<file path="src/sv/mshull_ram.sv">
// mshull_ram: generic single-port write, single read-port memory, registered read
// no dependencies
`default_nettype none
module mshull_ram #(
  parameter int WIDTH = 8,
  parameter int DEPTH = 8
) (
  input  wire logic                     clk,
  input  wire logic                     we,
  input  wire logic [$clog2(DEPTH)-1:0] waddr,
  input  wire logic [WIDTH-1:0]         wdata,
  input  wire logic [$clog2(DEPTH)-1:0] raddr,
  output logic      [WIDTH-1:0]         rdata
);
  logic [WIDTH-1:0] mem [DEPTH];
  always_ff @(posedge clk) begin
    if (we) begin
      mem[waddr] <= wdata;
    end
    rdata <= mem[raddr];
  end
endmodule
`default_nettype wire

</file>
<file path="config.mk">
export PLATFORM = sky130hd
export DESIGN_NAME = mshull_ram
export DESIGN_NICKNAME = d
export VERILOG_FILES = /design/src/sv/mshull_ram.sv
export SDC_FILE = /design/constraint.sdc
export NUM_CORES = 1
export LEC_CHECK = 0
export BUFFER_PORTS_ARGS = -buffer_cell sky130_fd_sc_hd__buf_2
export CORE_ASPECT_RATIO = 1.5
export CORE_MARGIN = 2
export CORE_UTILIZATION = 52
export DETAILED_ROUTE_END_ITERATION = 12
export PLACE_DENSITY = 0.74
export SLEW_MARGIN = 10
export SYNTH_ARGS = -nofsm -noshare
export SYNTH_HDL_FRONTEND = slang
export SYNTH_SLANG_ARGS = --single-unit
export TNS_END_PERCENT = 20
</file>
<file path="constraint.sdc">
create_clock -name clk -period 1.1 [get_ports clk]
set_input_delay 0.055 -clock clk [delete_from_list [all_inputs] [get_ports clk]]
set_output_delay 0.055 -clock clk [all_outputs]
set_load 0.005 [all_outputs]
</file>
=== Yosys cells after proc, flatten, opt, wreduce, memory -nomap -nowiden ===
Memory sizes are Yosys's and may differ from the RTL's. A register that Yosys moved wholly into a read port is not among the register bits.
Index checks and enable logic that the tools add are counted.

* Mux-type cells: 2

{| class="wikitable"
|+ Operators by type and width
! operator !! count
|-
| 2-to-1 mux 1 bit || 2
|}

* Register bits after elaboration: 0
* RAM bits: 64
* Bits of input ports: 16
* Output and inout bits: 8
* Logic and storage cells: 3
* Memories kept: 1

{| class="wikitable"
|+ Memory list
! memory !! depth !! bits a word !! read ports !! clocked after memory_dff !! write ports !! line !! source
|-
| mem || 8 || 8 || 1 || 1 || 1 || 15 || <nowiki>logic [WIDTH-1:0] mem [DEPTH];</nowiki>
|}

=== Longest topological paths before layout ===
* Depth after elaboration: 2
* Mapped depth: 4
* Depth with buffers taken out: 2

=== Least setup slack after synthesis ===
No wires, ideal clock.

* Path kind: input port to flip-flop
* From: input port waddr[2]
* To: memory mem[0][0], enable pin
* Library setup time: 0.383 ns
* Arrival time: 0.832 ns
* Required time: 0.717 ns
* Setup slack: -0.116 ns
* Stages: 2
* Path buffers: 0
* Cell sequence: nand2b_1 > nor3_1

{| class="wikitable"
|+ RTL lines
! item !! line !! source
|-
| start: declaration || 10 || <nowiki>input wire logic [$clog2(DEPTH)-1:0] waddr,</nowiki>
|-
| end: declaration || 15 ||
|}

No word-level cell before the write port.

==> impl_metrics.py <==
metrics = {
    "grt": {
        "grt_pass1_vias": 1267,
        "overflow": 0,
        "grt_max_degree": 17,
        "grt_antenna_before_repair": 0,
        "grt_pass1_wl_mm": 7.06,
        "grt_util_all_layers_pct": 17.9,
    },
    "clocking": {
        "clock_path_buffers": 2,
        "cts.sinks": 72,
        "htreeDepth": 3,
        "tritoncts": "yes",
        "clk_pin_slew_ns": 0.07,
        "clk_root_buffer_cell": "clkbuf_8",
        "cts_buffers": 9,
        "clock_latency_ns": 0.33,
    },
    "place": {
        "placement.io_buffers": 23,
        "place_ws_ns": -0.194,
        "gp_congestion": 0.720,
        "dp_hpwl_mm": 2.75,
        "post-place-cells": 211,
    },
    "critical_path": {
        "cp_max_fo": 1,
        "critPathCaptureType": "flop",
        "critPathRequiredTime_ns": 1.32,
        "reg2reg_depth": 2,
        "crit_path_start_kind": "flop",
        "worstPathArrival_ns": 1.45,
        "crit_slowest_cell": "mux4_2",
        "reg2reg_setup_slack_ns": -0.12,
        "path_class": "reg -> reg",
        "r2r_end": "rdata[4]$_DFF_P_",
        "critical_path.max_stage_delay_ns": 0.47,
        "r2r_start": "mem[7][4]$_DFFE_PP_",
        "cp_cell_sequence": "mux4_2 > mux2_4",
    },
    "finish": {
        "layout_common_cells": "edfxtp_1, buf_2, mux4_2",
        "antenna_cells": 0,
        "mostFrequentLayoutCell": "edfxtp_1",
        "drive_above_1_share_pct": 43.1,
        "syn_to_final_growth_pct": 19.6,
        "multi_input_area_um2": 522,
        "nNetsFinal": 178,
        "seq_area_um2": 2080,
        "final_cells": 235,
        "final.fill_count": 374,
    },
    "route": {
        "post-route-drc-count": 0,
        "routedWlPerCell_um": 19.2,
        "via_per_inst": 5.30,
        "drt_iter0_drc": 57,
        "vias": 1245,
        "routed_wl_mm": 4.52,
        "drtPass1Iterations": 4,
        "ant_nets": 0,
    },
    "min_path": {
        "holdPathStages": 2,
        "hold_end": "rdata[3]$_DFF_P_",
        "min_from": "raddr[1]",
        "min_path_type": "in -> reg",
    },
    "sta": {
        "finalHoldViolCount": 0,
        "tns_ns": -0.891,
        "tightest_slew_ns": 0.260,
        "finalCritPeriodShare_pct": 111,
        "finalClockSkew_ns": 0.00563,
        "fin_crit_ns": 1.22,
        "timing.fmax_mhz": 817,
        "rsz0062_at_grt": "yes",
        "fin_ws_ns": -0.123,
        "slew_viol_final": 0,
        "slew_headroom_pct": 82.7,
        "setup_viol": 8,
    },
    "synth": {
        "syn_nets": 130,
        "yosysWarningCount": 0,
        "synth-xor-area-share_pct": 0,
        "ys_types": 14,
        "syn_area_per_cell_um2": 23.6,
        "synth_top_family_by_area": "multiplexers",
        "ys_ff_latch": 72,
        "synth_fa_ha_area_share_pct": 0,
        "synth_cells": 114,
        "synth_area_um2": 2690,
        "synthMuxAreaShare_pct": 18.8,
        "ys_seq_area_share_pct": 77.4,
        "yosys.area_share.simple_pct": 2.19,
        "synth_compound_area_share_pct": 0,
    },
    "floorplanning": {
        "fp.dieArea_um2": 5780,
        "core_area_um2": 5080,
        "die_width_um": 62.7,
        "rows": 32,
        "die_height_um": 92.1,
        "pin_count": 24,
        "start_util_pct": 52.9,
    },
    "pwr": {
        "p_comb_share_pct": 6.2,
        "p_switching_mw": 1.04,
        "power_density_nw_per_um2": 1760,
        "intPower_mw": 4.61,
        "p_leak_nw": 1.12,
        "p_sw_share_pct": 18.4,
        "p_total_mw": 5.66,
        "p_seq_share_pct": 55.1,
        "vdd_ir_drop_max_uv": 1030,
        "clkPwrFrac_pct": 38.8,
    },
    "flow_run": {
        "cap_violations": 0,
    },
    "outcome": {
        "outcome": "finished with violations",
        "violations": "setup timing",
    },
}
[critical path: cells and delay by family, from the launching register on]
| kind | cells | cell delay [ns] |
|---|---|---|
| multiplexers | 2 | 0.74 |
| flip-flops | 1 | 0.38 |
[flip-flops by register name, indices dropped and copies added, names as in the netlist]
signal and cells:
mem 64, rdata 8
[area by class of cell]
type | instances | share of cell area [%]
tap | 68 | 2.64
clock inverter | 4 | 2.14
multi-input combinational | 37 | 16.2
timing repair buffer | 42 | 9.80
sequential | 72 | 64.7
clock buffer | 12 | 4.51
[cell usage after synthesis]
cell type	number	share of area, %
buf_6	1	0.42
mux2_2	8	3.3
dfxtp_1	8	6.0
nand2_1	2	0.28
edfxtp_1	64	71
clkbuf_1	1	0.14
nor3_1	2	0.37
nand2b_1	3	0.70
mux4_1	15	15
buf_12	1	0.74
mux4_2	1	0.84
buf_2	1	0.19
buf_1	1	0.14
nor2_1	6	0.84
[per-layer routing]
layer,global-route usage (%),up-vias,wire (um)
met5,0,-,0
met3,4.91,9,233
met2,30.9,45,2520
met1,20.2,632,1660
li1,-,559,-
met4,9.44,0,105
[power by group through the flow]
stage / clock (mW) / sequential (mW) / combinational [mW]
floorplan: 0 / 3.17 / 0.166
global placement: 0 / 3.16 / 0.302
detailed placement: 0 / 3.17 / 0.316
CTS: 2.23 / 3.11 / 0.352
global route: 2.36 / 3.12 / 0.379
finish: 2.19 / 3.11 / 0.350
[timing repair]
item / CTS / global route
resized for setup: 15 / 2
cloned: 0 / 0
setup endpoints to repair: 8 / 8
buffers inserted: 0 / 0
hold endpoints to repair: 64 / 0
hold buffers: 8 / 0
[cell families after synthesis]
group         count (synthesis)
simple gates                 13
mux                          24
flops                        72
buf+inv                       5
[stage by stage]
step	hold slack (ns)	instance area [um2]	util, %
after CTS	0.152	3220	63.3
after detailed placement	0.330	2970	58.5
final	0.160	3220	63.3
after floorplan	0.154	2700	-
after global routing	0.159	3220	63.3
after global placement	0.305	2970	58.5
[worst max path at each step]
| stage | start | endpoint | slack, ns | cells after the start |
|---|---|---|---|---|
| final | mem[7][4]$_DFFE_PP_ | rdata[4]$_DFF_P_ | -0.12 | 2 |
| after global placement | raddr[0] | rdata[2]$_DFF_P_ | -0.17 | 4 |
| after CTS | mem[0][1]$_DFFE_PP_ | rdata[1]$_DFF_P_ | -0.13 | 2 |
| after global routing | mem[4][2]$_DFFE_PP_ | rdata[2]$_DFF_P_ | -0.15 | 2 |
| after floorplan | raddr[0] | rdata[1]$_DFF_P_ | -0.1 | 4 |
| after detailed placement | raddr[0] | rdata[5]$_DFF_P_ | -0.19 | 4 |
(Power assumes the default switching activity.)
